==> src/rtl/rssp_pkg.sv <==
// Shared types and constants for the ring/slice sweep pattern block.
// Used by the configuration, controller, datapath and top-level files.
// No dependencies.
`default_nettype none

package rssp_pkg;

  // field widths
  localparam int ELAPSED_W = 32;
  localparam int COORD_W   = 16;
  localparam int POS_W     = 16;
  localparam int GRID_W    = 8;
  localparam int TIME_W    = 16;

  // step and hold accumulators: below 65535 plus one clamped delta
  localparam int ACC_W = 17;

  // divider iteration counter
  localparam int CNT_W = $clog2(ACC_W);

  // configuration port
  localparam int CFG_ADDR_W = 5;
  localparam int CFG_DATA_W = 32;

  // stream payload widths
  localparam int IN_DATA_W  = ELAPSED_W + 2 * COORD_W;
  localparam int OUT_DATA_W = 40;

  // item kinds on in_tuser
  localparam logic CMD_TICK  = 1'b0;
  localparam logic CMD_QUERY = 1'b1;

  // register indexes (byte address / 4)
  localparam logic [2:0] REG_RING_COUNT  = 3'd0;
  localparam logic [2:0] REG_SLICE_COUNT = 3'd1;
  localparam logic [2:0] REG_FILL_INWARD = 3'd2;
  localparam logic [2:0] REG_STEP_MS     = 3'd3;
  localparam logic [2:0] REG_HOLD_MS     = 3'd4;

  typedef struct packed {
    logic [GRID_W-1:0] ring_count;
    logic [GRID_W-1:0] slice_count;
    logic              fill_inward_first;
    logic [TIME_W-1:0] step_interval_ms;
    logic [TIME_W-1:0] hold_time_ms;
  } cfg_t;

  typedef enum logic [2:0] {
    ST_IDLE,
    ST_QCELL,
    ST_TDELTA,
    ST_TACC,
    ST_TDIV,
    ST_TAPPLY,
    ST_TDONE
  } state_t;

  // controller to datapath strobes
  typedef struct packed {
    logic load_in;
    logic tick_first;
    logic tick_delta;
    logic hold_upd;
    logic div_load;
    logic div_step;
    logic apply;
    logic out_load;
    logic out_query;
  } dp_cmd_t;

  // datapath to controller status
  typedef struct packed {
    logic started;
    logic at_total;
  } dp_sts_t;

endpackage

`default_nettype wire

==> src/rtl/rssp_cfg.sv <==
// APB-style register file for the sweep pattern settings.
// Depends on rssp_pkg for the register indexes and the cfg_t bundle.
`default_nettype none

module rssp_cfg (
  input  wire logic                           clk,
  input  wire logic                           rst_n,
  input  wire logic                           psel,
  input  wire logic                           penable,
  input  wire logic                           pwrite,
  input  wire logic [rssp_pkg::CFG_ADDR_W-1:0] paddr,
  input  wire logic [rssp_pkg::CFG_DATA_W-1:0] pwdata,
  output logic      [rssp_pkg::CFG_DATA_W-1:0] prdata,
  output logic                                pready,
  output rssp_pkg::cfg_t                      cfg
);

  rssp_pkg::cfg_t cfg_r, cfg_nxt;
  logic [2:0]     reg_idx;
  logic           wr_en;

  assign reg_idx = paddr[rssp_pkg::CFG_ADDR_W-1:2];
  assign wr_en   = psel & penable & pwrite;
  assign pready  = 1'b1;
  assign cfg     = cfg_r;

  // register write decode
  always_comb begin
    cfg_nxt = cfg_r;
    if (wr_en) begin
      case (reg_idx)
        rssp_pkg::REG_RING_COUNT:  cfg_nxt.ring_count        = pwdata[rssp_pkg::GRID_W-1:0];
        rssp_pkg::REG_SLICE_COUNT: cfg_nxt.slice_count       = pwdata[rssp_pkg::GRID_W-1:0];
        rssp_pkg::REG_FILL_INWARD: cfg_nxt.fill_inward_first = pwdata[0];
        rssp_pkg::REG_STEP_MS:     cfg_nxt.step_interval_ms  = pwdata[rssp_pkg::TIME_W-1:0];
        rssp_pkg::REG_HOLD_MS:     cfg_nxt.hold_time_ms      = pwdata[rssp_pkg::TIME_W-1:0];
        default:                   cfg_nxt = cfg_r;
      endcase
    end
  end

  always_ff @(posedge clk) begin
    if (!rst_n) begin
      cfg_r.ring_count        <= rssp_pkg::GRID_W'(1);
      cfg_r.slice_count       <= rssp_pkg::GRID_W'(1);
      cfg_r.fill_inward_first <= 1'b0;
      cfg_r.step_interval_ms  <= rssp_pkg::TIME_W'(1);
      cfg_r.hold_time_ms      <= '0;
    end else begin
      cfg_r <= cfg_nxt;
    end
  end

  // read mux
  always_comb begin
    case (reg_idx)
      rssp_pkg::REG_RING_COUNT:
        prdata = {{(rssp_pkg::CFG_DATA_W-rssp_pkg::GRID_W){1'b0}}, cfg_r.ring_count};
      rssp_pkg::REG_SLICE_COUNT:
        prdata = {{(rssp_pkg::CFG_DATA_W-rssp_pkg::GRID_W){1'b0}}, cfg_r.slice_count};
      rssp_pkg::REG_FILL_INWARD:
        prdata = {{(rssp_pkg::CFG_DATA_W-1){1'b0}}, cfg_r.fill_inward_first};
      rssp_pkg::REG_STEP_MS:
        prdata = {{(rssp_pkg::CFG_DATA_W-rssp_pkg::TIME_W){1'b0}}, cfg_r.step_interval_ms};
      rssp_pkg::REG_HOLD_MS:
        prdata = {{(rssp_pkg::CFG_DATA_W-rssp_pkg::TIME_W){1'b0}}, cfg_r.hold_time_ms};
      default:
        prdata = '0;
    endcase
  end

endmodule

`default_nettype wire

==> src/rtl/rssp_ctrl.sv <==
// Controller state machine for the sweep pattern: sequences queries, ticks
// and the step divider, and owns the stream handshakes. Depends on rssp_pkg.
`default_nettype none

module rssp_ctrl (
  input  wire logic         clk,
  input  wire logic         rst_n,
  input  wire logic         in_tvalid,
  input  wire logic         in_cmd,
  output logic              in_tready,
  output logic              out_tvalid,
  input  wire logic         out_tready,
  output rssp_pkg::dp_cmd_t cmd,
  input  wire rssp_pkg::dp_sts_t sts
);

  rssp_pkg::state_t            state_r, state_nxt;
  logic [rssp_pkg::CNT_W-1:0]  cnt_r, cnt_nxt;
  logic                        out_valid_r, out_valid_nxt;
  logic                        in_acc;
  logic                        slot_free;

  assign in_tready  = (state_r == rssp_pkg::ST_IDLE);
  assign in_acc     = in_tvalid & in_tready;
  assign slot_free  = ~out_valid_r | out_tready;
  assign out_tvalid = out_valid_r;

  // next state
  always_comb begin
    state_nxt = state_r;
    case (state_r)
      rssp_pkg::ST_IDLE: begin
        if (in_acc) begin
          state_nxt = (in_cmd == rssp_pkg::CMD_QUERY) ? rssp_pkg::ST_QCELL
                                                      : rssp_pkg::ST_TDELTA;
        end
      end
      rssp_pkg::ST_QCELL: begin
        if (slot_free) state_nxt = rssp_pkg::ST_IDLE;
      end
      rssp_pkg::ST_TDELTA: begin
        state_nxt = sts.started ? rssp_pkg::ST_TACC : rssp_pkg::ST_TDONE;
      end
      rssp_pkg::ST_TACC: begin
        state_nxt = sts.at_total ? rssp_pkg::ST_TDONE : rssp_pkg::ST_TDIV;
      end
      rssp_pkg::ST_TDIV: begin
        if (cnt_r == '0) state_nxt = rssp_pkg::ST_TAPPLY;
      end
      rssp_pkg::ST_TAPPLY: begin
        state_nxt = rssp_pkg::ST_TDONE;
      end
      rssp_pkg::ST_TDONE: begin
        if (slot_free) state_nxt = rssp_pkg::ST_IDLE;
      end
      default: state_nxt = rssp_pkg::ST_IDLE;
    endcase
  end

  // datapath strobes
  always_comb begin
    cmd            = '0;
    cmd.load_in    = in_acc;
    cmd.tick_first = (state_r == rssp_pkg::ST_TDELTA) & ~sts.started;
    cmd.tick_delta = (state_r == rssp_pkg::ST_TDELTA) &  sts.started;
    cmd.hold_upd   = (state_r == rssp_pkg::ST_TACC)   &  sts.at_total;
    cmd.div_load   = (state_r == rssp_pkg::ST_TACC)   & ~sts.at_total;
    cmd.div_step   = (state_r == rssp_pkg::ST_TDIV);
    cmd.apply      = (state_r == rssp_pkg::ST_TAPPLY);
    cmd.out_query  = (state_r == rssp_pkg::ST_QCELL);
    cmd.out_load   = ((state_r == rssp_pkg::ST_QCELL) | (state_r == rssp_pkg::ST_TDONE))
                     & slot_free;
  end

  // divider iteration count and output valid
  always_comb begin
    cnt_nxt = cnt_r;
    if (cmd.div_load) begin
      cnt_nxt = rssp_pkg::CNT_W'(rssp_pkg::ACC_W - 1);
    end else if (cmd.div_step) begin
      cnt_nxt = cnt_r - rssp_pkg::CNT_W'(1);
    end
    out_valid_nxt = out_valid_r;
    if (cmd.out_load) begin
      out_valid_nxt = 1'b1;
    end else if (out_tready) begin
      out_valid_nxt = 1'b0;
    end
  end

  always_ff @(posedge clk) begin
    if (!rst_n) begin
      state_r     <= rssp_pkg::ST_IDLE;
      cnt_r       <= '0;
      out_valid_r <= 1'b0;
    end else begin
      state_r     <= state_nxt;
      cnt_r       <= cnt_nxt;
      out_valid_r <= out_valid_nxt;
    end
  end

endmodule

`default_nettype wire

==> src/rtl/rssp_dp.sv <==
// Datapath for the sweep pattern: sweep state, query cell lookup, tick delta,
// restoring step divider and the output register. Depends on rssp_pkg.
`default_nettype none

module rssp_dp #(
  parameter int MAX_DELTA_MS = 250
) (
  input  wire logic                           clk,
  input  wire logic                           rst_n,
  input  wire rssp_pkg::cfg_t                 cfg,
  input  wire rssp_pkg::dp_cmd_t              cmd,
  output rssp_pkg::dp_sts_t                   sts,
  input  wire logic [rssp_pkg::ELAPSED_W-1:0] in_elapsed_ms,
  input  wire logic [rssp_pkg::COORD_W-1:0]   in_angle,
  input  wire logic [rssp_pkg::COORD_W-1:0]   in_radius,
  output logic      [rssp_pkg::COORD_W-1:0]   out_intensity,
  output logic      [rssp_pkg::POS_W-1:0]     out_lit_count,
  output logic                                out_holding,
  output logic                                out_running
);

  localparam int DT_W = (MAX_DELTA_MS < 2) ? 1 : $clog2(MAX_DELTA_MS + 1);
  localparam logic [rssp_pkg::ELAPSED_W-1:0] MAX_DELTA = rssp_pkg::ELAPSED_W'(MAX_DELTA_MS);
  localparam int ACC_W = rssp_pkg::ACC_W;
  localparam int GW    = rssp_pkg::GRID_W;
  localparam int CW    = rssp_pkg::COORD_W;
  localparam int PW    = rssp_pkg::POS_W;
  localparam int TW    = rssp_pkg::TIME_W;

  // sweep state
  logic                            started_r, started_nxt;
  logic [PW-1:0]                   pos_r, pos_nxt;
  logic [rssp_pkg::ELAPSED_W-1:0]  last_time_r, last_time_nxt;
  logic [ACC_W-1:0]                step_acc_r, step_acc_nxt;
  logic [ACC_W-1:0]                hold_acc_r, hold_acc_nxt;

  // per-item working registers
  logic [rssp_pkg::ELAPSED_W-1:0]  elapsed_r;
  logic [CW-1:0]                   angle_r;
  logic [GW-1:0]                   ring_r, slice_r;
  logic [DT_W-1:0]                 dt_r;
  logic [PW-1:0]                   total_r;
  logic [TW-1:0]                   rem_r;
  logic [ACC_W-1:0]                quo_r;

  // output register
  logic [CW-1:0]                   intensity_r;
  logic [PW-1:0]                   lit_count_r;
  logic                            holding_r, running_r;

  logic [GW-1:0]                   rings_eff, slices_eff, fill_ring;
  logic [TW-1:0]                   interval_eff;
  logic [CW+GW-1:0]                ring_prod, slice_prod;
  logic [PW-1:0]                   cell_idx;
  logic                            lit;
  logic [rssp_pkg::ELAPSED_W-1:0]  diff;
  logic [DT_W-1:0]                 dt;
  logic [ACC_W-1:0]                dt_ext, hold_sum, acc_sum;
  logic [TW:0]                     trial, trial_sub;
  logic                            trial_ge;
  logic [PW-1:0]                   left;
  logic                            at_total;

  // zero-valued settings act as one
  assign rings_eff    = (cfg.ring_count  == '0) ? GW'(1) : cfg.ring_count;
  assign slices_eff   = (cfg.slice_count == '0) ? GW'(1) : cfg.slice_count;
  assign interval_eff = (cfg.step_interval_ms == '0) ? TW'(1) : cfg.step_interval_ms;

  // query ring and slice from the incoming coordinates
  assign ring_prod  = {{GW{1'b0}}, in_radius} * {{CW{1'b0}}, rings_eff};
  assign slice_prod = {{GW{1'b0}}, in_angle}  * {{CW{1'b0}}, slices_eff};

  // cell index in fill order and lit test
  assign fill_ring = cfg.fill_inward_first ? ring_r : (rings_eff - GW'(1) - ring_r);
  assign cell_idx  = ({{(PW-GW){1'b0}}, fill_ring} * {{(PW-GW){1'b0}}, slices_eff})
                     + {{(PW-GW){1'b0}}, slice_r};
  assign lit       = started_r & (pos_r >= cell_idx);

  // clamped tick delta
  assign diff = elapsed_r - last_time_r;
  always_comb begin
    if (elapsed_r < last_time_r) begin
      dt = '0;
    end else if (diff > MAX_DELTA) begin
      dt = DT_W'(MAX_DELTA_MS);
    end else begin
      dt = diff[DT_W-1:0];
    end
  end

  assign dt_ext   = {{(ACC_W-DT_W){1'b0}}, dt_r};
  assign hold_sum = hold_acc_r + dt_ext;
  assign acc_sum  = step_acc_r + dt_ext;
  assign at_total = (pos_r >= total_r);
  assign left     = total_r - pos_r;

  // one restoring division step
  assign trial     = {rem_r, quo_r[ACC_W-1]};
  assign trial_ge  = (trial >= {1'b0, interval_eff});
  assign trial_sub = trial - {1'b0, interval_eff};

  assign sts.started  = started_r;
  assign sts.at_total = at_total;

  // sweep state update
  always_comb begin
    started_nxt   = started_r;
    pos_nxt       = pos_r;
    last_time_nxt = last_time_r;
    step_acc_nxt  = step_acc_r;
    hold_acc_nxt  = hold_acc_r;
    if (cmd.tick_first) begin
      started_nxt   = 1'b1;
      last_time_nxt = elapsed_r;
      pos_nxt       = '0;
      step_acc_nxt  = '0;
      hold_acc_nxt  = '0;
    end
    if (cmd.tick_delta) begin
      last_time_nxt = elapsed_r;
    end
    if (cmd.hold_upd) begin
      if (hold_sum >= {{(ACC_W-TW){1'b0}}, cfg.hold_time_ms}) begin
        pos_nxt      = '0;
        step_acc_nxt = '0;
        hold_acc_nxt = '0;
      end else begin
        hold_acc_nxt = hold_sum;
      end
    end
    if (cmd.apply) begin
      if (quo_r >= {{(ACC_W-PW){1'b0}}, left}) begin
        pos_nxt      = total_r;
        step_acc_nxt = '0;
        hold_acc_nxt = '0;
      end else begin
        pos_nxt      = pos_r + quo_r[PW-1:0];
        step_acc_nxt = {{(ACC_W-TW){1'b0}}, rem_r};
      end
    end
  end

  always_ff @(posedge clk) begin
    if (!rst_n) begin
      started_r   <= 1'b0;
      pos_r       <= '0;
      last_time_r <= '0;
      step_acc_r  <= '0;
      hold_acc_r  <= '0;
    end else begin
      started_r   <= started_nxt;
      pos_r       <= pos_nxt;
      last_time_r <= last_time_nxt;
      step_acc_r  <= step_acc_nxt;
      hold_acc_r  <= hold_acc_nxt;
    end
  end

  // item capture, delta, divider and total
  always_ff @(posedge clk) begin
    total_r <= {{(PW-GW){1'b0}}, rings_eff} * {{(PW-GW){1'b0}}, slices_eff};
    if (cmd.load_in) begin
      elapsed_r <= in_elapsed_ms;
      angle_r   <= in_angle;
      ring_r    <= ring_prod[CW+GW-1:CW];
      slice_r   <= slice_prod[CW+GW-1:CW];
    end
    if (cmd.tick_delta) begin
      dt_r <= dt;
    end
    if (cmd.div_load) begin
      rem_r <= '0;
      quo_r <= acc_sum;
    end else if (cmd.div_step) begin
      rem_r <= trial_ge ? trial_sub[TW-1:0] : trial[TW-1:0];
      quo_r <= {quo_r[ACC_W-2:0], trial_ge};
    end
  end

  // output register, loaded after the state update
  always_ff @(posedge clk) begin
    if (cmd.out_load) begin
      intensity_r <= (cmd.out_query && lit) ? angle_r : '0;
      lit_count_r <= pos_r;
      holding_r   <= started_r & at_total;
      running_r   <= started_r;
    end
  end

  assign out_intensity = intensity_r;
  assign out_lit_count = lit_count_r;
  assign out_holding   = holding_r;
  assign out_running   = running_r;

endmodule

`default_nettype wire

==> src/rtl/ring_slice_sweep_pattern.sv <==
// Ring-by-slice sweep pattern, top level: stream ports, APB settings port,
// controller and datapath. Depends on rssp_pkg, rssp_cfg, rssp_ctrl, rssp_dp.
//
// One item in, one result out. A pixel query (in_tuser = 1) goes from acceptance
// through the cell lookup state to the result register. A frame tick (in_tuser = 0)
// reaches the result register through the delta state when it is the first tick,
// also through the accumulate state while the sweep holds fully lit, and also through
// the divide and apply states while the sweep runs: the step count comes from a
// 17-iteration restoring divider that retires one quotient bit a cycle. A result
// that is not taken holds the block in its last state until out_tready. The next item
// is taken once the current one has been placed in the output register, so one result
// may wait while the next item is already at work. No clearing pass after reset.
`default_nettype none

module ring_slice_sweep_pattern #(
  parameter int MAX_DELTA_MS = 250
) (
  input  wire logic                            clk,
  input  wire logic                            rst_n,
  // input stream
  input  wire logic                            in_tvalid,
  output logic                                 in_tready,
  // tdata: elapsed_ms[31:0], angle[47:32], radius[63:48]
  input  wire logic [rssp_pkg::IN_DATA_W-1:0]  in_tdata,
  // tuser: cmd[0]
  input  wire logic [0:0]                      in_tuser,
  // result stream
  output logic                                 out_tvalid,
  input  wire logic                            out_tready,
  // tdata: intensity[15:0], lit_count[31:16], holding[32], running[33], zeros[39:34]
  output logic      [rssp_pkg::OUT_DATA_W-1:0] out_tdata,
  // settings port
  input  wire logic                            cfg_psel,
  input  wire logic                            cfg_penable,
  input  wire logic                            cfg_pwrite,
  input  wire logic [rssp_pkg::CFG_ADDR_W-1:0] cfg_paddr,
  input  wire logic [rssp_pkg::CFG_DATA_W-1:0] cfg_pwdata,
  output logic      [rssp_pkg::CFG_DATA_W-1:0] cfg_prdata,
  output logic                                 cfg_pready
);

  localparam int EW = rssp_pkg::ELAPSED_W;
  localparam int CW = rssp_pkg::COORD_W;
  localparam int PW = rssp_pkg::POS_W;

  rssp_pkg::cfg_t    cfg;
  rssp_pkg::dp_cmd_t dp_cmd;
  rssp_pkg::dp_sts_t dp_sts;

  logic [CW-1:0] intensity;
  logic [PW-1:0] lit_count;
  logic          holding, running;

  rssp_cfg u_cfg (
    .clk     (clk),
    .rst_n   (rst_n),
    .psel    (cfg_psel),
    .penable (cfg_penable),
    .pwrite  (cfg_pwrite),
    .paddr   (cfg_paddr),
    .pwdata  (cfg_pwdata),
    .prdata  (cfg_prdata),
    .pready  (cfg_pready),
    .cfg     (cfg)
  );

  rssp_ctrl u_ctrl (
    .clk        (clk),
    .rst_n      (rst_n),
    .in_tvalid  (in_tvalid),
    .in_cmd     (in_tuser[0]),
    .in_tready  (in_tready),
    .out_tvalid (out_tvalid),
    .out_tready (out_tready),
    .cmd        (dp_cmd),
    .sts        (dp_sts)
  );

  rssp_dp #(
    .MAX_DELTA_MS (MAX_DELTA_MS)
  ) u_dp (
    .clk           (clk),
    .rst_n         (rst_n),
    .cfg           (cfg),
    .cmd           (dp_cmd),
    .sts           (dp_sts),
    .in_elapsed_ms (in_tdata[EW-1:0]),
    .in_angle      (in_tdata[EW+CW-1:EW]),
    .in_radius     (in_tdata[EW+2*CW-1:EW+CW]),
    .out_intensity (intensity),
    .out_lit_count (lit_count),
    .out_holding   (holding),
    .out_running   (running)
  );

  // pack the result fields, lowest field first
  assign out_tdata = {{(rssp_pkg::OUT_DATA_W-CW-PW-2){1'b0}}, running, holding,
                      lit_count, intensity};

endmodule

`default_nettype wire
==> config.mk <==
export PLATFORM = sky130hd
export DESIGN_NAME = ring_slice_sweep_pattern
export DESIGN_NICKNAME = d
export VERILOG_FILES = /design/src/rtl/rssp_pkg.sv /design/src/rtl/rssp_cfg.sv /design/src/rtl/rssp_ctrl.sv /design/src/rtl/rssp_dp.sv /design/src/rtl/ring_slice_sweep_pattern.sv
export SDC_FILE = /design/constraint.sdc
export NUM_CORES = 2
export LEC_CHECK = 0
export ABC_AREA = 1
export BUFFER_PORTS_ARGS = -buffer_cell sky130_fd_sc_hd__buf_4
export CORE_MARGIN = 5
export CORE_UTILIZATION = 45
export CTS_BUF_LIST = sky130_fd_sc_hd__clkbuf_4 sky130_fd_sc_hd__clkbuf_8
export DETAILED_ROUTE_END_ITERATION = 10
export GPL_TIMING_DRIVEN = 0
export PLACE_DENSITY_LB_ADDON = 0.2
export SETUP_SLACK_MARGIN = 0.05
export SLEW_MARGIN = 20
export SYNTH_ARGS = -nofsm -noshare
export SYNTH_HDL_FRONTEND = slang
export SYNTH_SLANG_ARGS = --single-unit
==> constraint.sdc <==
create_clock -name clk -period 12 [get_ports clk]
set_input_delay 1.2 -clock clk [delete_from_list [all_inputs] [get_ports clk]]
set_output_delay 1.2 -clock clk [all_outputs]
set_load 0.005 [all_outputs]
Word-level counts from Yosys, hierarchy flattened --
Index checks and enable logic that the tools add are counted.
Operators by class: equal/unequal tests 13, reductions and logical operators 19, multiply operators 4, order comparisons 7, mux-type cells 37, bitwise gates (word level) 16, add/sub/neg operators 10
Operators with widths (count):
- 17-bit two-way mux | 11
- 16-bit two-way mux | 8
- 16-bit case mux with 5 select lines | 1
- 32-bit two-way mux | 2
- 17-bit by 16-bit >= comparator with 1-bit output | 3
- 16-bit by 8-bit multiplier with 24-bit output | 2
- 17-bit by 8-bit adder with 17-bit output | 2
- 16-bit >= comparator | 2
- 32-bit by 8-bit greater-than comparator with 1-bit output, second input constant | 1
- 32-bit < comparator | 1
- 8-bit by 8-bit multiplier with 16-bit output | 2
- 8-bit two-way mux | 4
- 16-bit subtractor | 2
- 32-bit subtractor | 1
- 3-bit case mux with 6 select lines | 1
- 16-bit adder | 1
- 16-bit by 8-bit adder with 16-bit output | 1
- 16-bit zero test | 1
- 8-bit zero test | 2
- 3-bit by 2-bit == test with 1-bit output, second input constant | 4
- 3-bit == test, second input constant | 4
- 3-bit two-way mux | 4
- 1-bit bitwise AND | 10
- 5-bit two-way mux | 2
- other kinds (17) | 34
Word-level totals: word-level logic and storage cells 133, input port bits 109, register bits 296

Longest topological paths before layout --
depth in word-level cells 10, gate-level depth with buffers 48, gate-level depth less buffers 45

By module --
From an unflattened synthesis, not the netlist that was laid out.
Second synthesis, totals: cell total of the unflattened synthesis 4332, area, all modules 31527.7 µm²
By module, submodules not included:
- rssp_dp | area an instance 28198.3 µm², times used 1, cells each 3813, sequential area each 5995.8 µm²
- rssp_cfg | area an instance 2627.5 µm², times used 1, cells each 414, sequential area each 980.9 µm²
- rssp_ctrl | area an instance 638.1 µm², times used 1, cells each 96, sequential area each 180.2 µm²
- ring_slice_sweep_pattern | area an instance 63.8 µm², times used 1, cells each 9, sequential area each 0.0 µm²

Worst setup path after synthesis --
OpenSTA, ideal clock, no wires.
path kind register to register, from register u_cfg.cfg_r (netlist bit u_cfg.cfg[48]), to register u_dp.intensity_r[10], in the netlist u_dp.out_intensity[10] (data pin), library setup time 0.265 ns, required time 11.735 ns, path slack 4.265 ns, buffers on the path 3, stages on the path, launching flop included 49, data arrival time 7.470 ns, path through dfxtp_1 > clkbuf_1 > nor2_1 > nand3_1 > nor4_1 > nor2_1 > inv_2 > clkbuf_1 > ha_1 > fa_1 > nand2_1 > inv_1 > o21a_1 > nor2_1 > nor2_1 > nor2_1 > nor2_1 > nor2_1 > [... 13 more ...] > inv_1 > o21bai_1 > a21oi_1 > o21ai_0 > a21oi_1 > nor2_1 > nor2_1 > xor2_1 > ha_1 > nand2_1 > inv_1 > nand3_1 > inv_1 > a21oi_1 > nand3_1 > nand3_1 > clkbuf_1 > nor2_1
Between the ends: longest elaborated chain between the ends 10
RTL lines:
- from (decl) | RTL line rssp_cfg.sv:18 | rssp_pkg::cfg_t cfg_r, cfg_nxt;
- from (signal assigned) | RTL line rssp_cfg.sv:50 | cfg_r <= cfg_nxt;
- 8-bit zero test | RTL line rssp_dp.sv:65 | assign rings_eff = (cfg.ring_count == '0) ? GW'(1) : cfg.ring_count;
- 8-bit two-way mux * | RTL line rssp_dp.sv:65
- 8-bit by 1-bit subtractor with 8-bit output * | RTL line rssp_dp.sv:74 | assign fill_ring = cfg.fill_inward_first ? ring_r : (rings_eff - GW'(1) - ring_r);
- 8-bit subtractor * | RTL line rssp_dp.sv:74
- 8-bit two-way mux * | RTL line rssp_dp.sv:74
- 8-bit by 8-bit multiplier with 16-bit output * | RTL line rssp_dp.sv:75 | assign cell_idx = ({{(PW-GW){1'b0}}, fill_ring} * {{(PW-GW){1'b0}}, slices_eff})
- 16-bit by 8-bit adder with 16-bit output * | RTL line rssp_dp.sv:76 | + {{(PW-GW){1'b0}}, slice_r};
- 16-bit >= comparator * | RTL line rssp_dp.sv:77 | assign lit = started_r & (pos_r >= cell_idx);
- 1-bit bitwise AND * | RTL line rssp_dp.sv:77
- 1-bit logical AND * | RTL line rssp_dp.sv:183 | intensity_r <= (cmd.out_query && lit) ? angle_r : '0;
- to (signal assigned) | RTL line rssp_dp.sv:183
- to (decl) | RTL line rssp_dp.sv:47 | logic [CW-1:0] intensity_r;
Every way passes the cells marked *; elsewhere a longest branch is shown, timed or not. A chain may end at the register's enable or synchronous reset.

Worst setup path after layout --
from register u_cfg.cfg_r (netlist bit u_cfg.cfg[44]), to register u_dp.intensity_r[13], in the netlist u_dp.out_intensity[13] (data pin)
The elaborated chain is that of the path after synthesis.

==> metrics.yaml <==
start_util: 0.454
dpl.hpwl_mm: 68.9
r2r_start: "u_cfg.cfg[44]"
critPathLaunch: "u_cfg.cfg[44]"
cts_root_buf: "clkbuf_8"
path_clk_slew_ps: 60
die_h_um: 270
place_area_um2: 32700
drive_gt1_frac: 0.0828
relSlewSlack: 0.287
reg2reg_to: "u_dp.out_intensity[13]"
synth_top_area_cell: "fa_1"
finalSetupTns_ps: 0
synth_top_area_frac: 0.166
drcViolationCount: 0
postSynthCellCount: 4066
grt_pass1_wl_mm: 136
tritoncts: "built"
clkSinkCount: 296
synth.ff_latch_count: 296
numPortBuffers: 128
setup-violations-final: 0
cp_max_fo: 10
cts-buffers-inserted: 53
cpPeakStageDelay_ps: 540
cts-htree-levels: 2
peakVddDrop_uv: 118
syn_area_per_cell_um2: 7.50
yosys-top-cells-area: "fa_1 (17%), ha_1 (13%), edfxtp_1 (12%)"
cp-end-kind: "register"
dieArea_um2: 73100
power.density_nw_per_um2: 150
drt_iter0_drc: 1836
ys_types: 61
worst_slew_pin_slew_ps: 1070
post-cts-setup-buffer-count: 0
grt_max_degree: 23
whs_ps: 455
final_util: 0.505
gr-total-overflow: 0
pre_cts_ws_ps: 2300
max_freq_ghz: 0.101
wire_per_inst_um: 16.2
cp.required_ps: 12410
wl_mm: 84.1
yosysSeqAreaShare: 0.235
cts.repair.resized: 0
yosysWarnings: 0
fin_total_pwr_mw: 5.09
fin_crit_sh: 0.822
status: "finished, final reports clean"
skew_ps: 69.9
final_common_cell: "nand2_1"
synth-edff-count: 123
hold_path_class: "register to register"
min_period_ps: 9860
final_cell_mix: "nand2_1 (911), inv_1 (797), ha_1 (306)"
arrival_ps: 10270
via_per_inst: 5.07
worstRegToRegCells: 48
ant_nets: 0
drt_pass1_iterations: 6
max-clock-path-buffers: 3
grt_pass1_vias: 25600
vias: 26300
crit_path_end: "u_dp.out_intensity[13]"
syn_area_um2: 30500
start_kind: "register"
nets: 4947
core_um2: 67200
dieWidth_um: 270
io_pins: 184
cellLeakagePower_nw: 17.5
r2r_setup_slack_ps: 2140
worst_slack_ps: 2140
clk_latency_ps: 700
cts_hold_buf: 0
cpMaxStageDelayCell: "fa_1"
slew_violations: 0
fin_cells: 5197
routabilityCongestion: 0.929
ys.flop_type: "dfxtp_1"
maxCapViolCount: 0
hold_violations: 0
critical_path_class: "register to register"
antenna_found_initial: 3
dp_cells: 5097
grtUsageTotal: 0.228
fp-row-count: 95
rsz0062_at_grt: "false"
synthArstFlopShare: 0
stdcell_area_um2: 33900
syn_to_final_growth_pct: 11.2
routing by layer:
layer	global-route usage	wire length, µm	vias up
met4	0.0603	2290	2
met5	0	13	-
met2	0.365	37800	673
met3	0.0341	4830	129
li1	-	-	13200
met1	0.324	39200	12300
worst min-delay path by stage:
stage                               startpoint                    to  slack, ps  depth (start not counted)
after floorplan           u_dp.last_time_r[10]  u_dp.last_time_r[10]        430                          2
after global placement    u_dp.last_time_r[11]  u_dp.last_time_r[11]        440                          2
after detailed placement  u_dp.last_time_r[18]  u_dp.last_time_r[18]        450                          2
after CTS                 u_dp.last_time_r[18]  u_dp.last_time_r[18]        460                          2
after global routing      u_dp.last_time_r[21]  u_dp.last_time_r[21]        470                          2
final                     u_dp.last_time_r[19]  u_dp.last_time_r[19]        450                          2
registers in the layout, indices dropped and copies added (netlist names), 17 cells and up:
register,count
u_dp.last_time_r,32
u_cfg.cfg,49
u_dp.elapsed_r,32
u_dp.quo_r,17
u_dp.step_acc_r,17
u_dp.hold_acc_r,17
synth_stat cells (16+ instances only):
library cell and count:
nand2_1 911, nor3_1 45, buf_4 28, clkbuf_2 22
a21oi_1 306, xnor2_1 34, inv_2 21, fa_1 253
xor2_1 75, edfxtp_1 123, nor2_1 304, dfxtp_1 173
a21o_1 16, buf_1 19, ha_1 306, inv_1 797
nand4_1 46, clkbuf_1 79, o21ai_0 189, nand3_1 114
logic make-up after synthesis:
kind of cell | after synthesis | share of synthesized area
compound gates | 628 | 0.114
xor+xnor | 109 | 0.0313
other cells | 2 | 0.000246
simple gates | 1486 | 0.201
fa+ha+maj | 559 | 0.292
flops | 296 | 0.235
buf+inv | 986 | 0.127
where the power goes:
| part | internal (mW) | total, mW | switching [mW] | leakage [nW] |
|---|---|---|---|---|
| registers | 1.31 | 1.43 | 0.119 | 2.57 |
| logic | 0.908 | 2.60 | 1.69 | 14.3 |
| clock network | 0.597 | 1.06 | 0.465 | 0.620 |
| total | 2.81 | 5.09 | 2.28 | 17.5 |
area by class of cell:
cell class              instances  area [µm²]
flip-flops and latches        296        7160
multi-input cells            2805       19600
clock buffers                  75         938
fillers                      6674       33200
well taps                     873        1090
diodes                          2        5.00
repair buffers                137        1050
inverters                     824        3090
plain buffers                 162         771
clock inverters                23         240
critical path, delay by kind of cell, from the launching register on:
kind / cells / cell delay (ps)
DFF: 1 / 300
AOI/OAI and AO/OA: 7 / 1500
adders and majority gates: 8 / 3330
and+or+nand+nor: 19 / 2050
buffers and inverters: 13 / 2130
xor gates and xnor gates: 1 / 250
No activity file was read; power rests on OpenSTA's default activity.
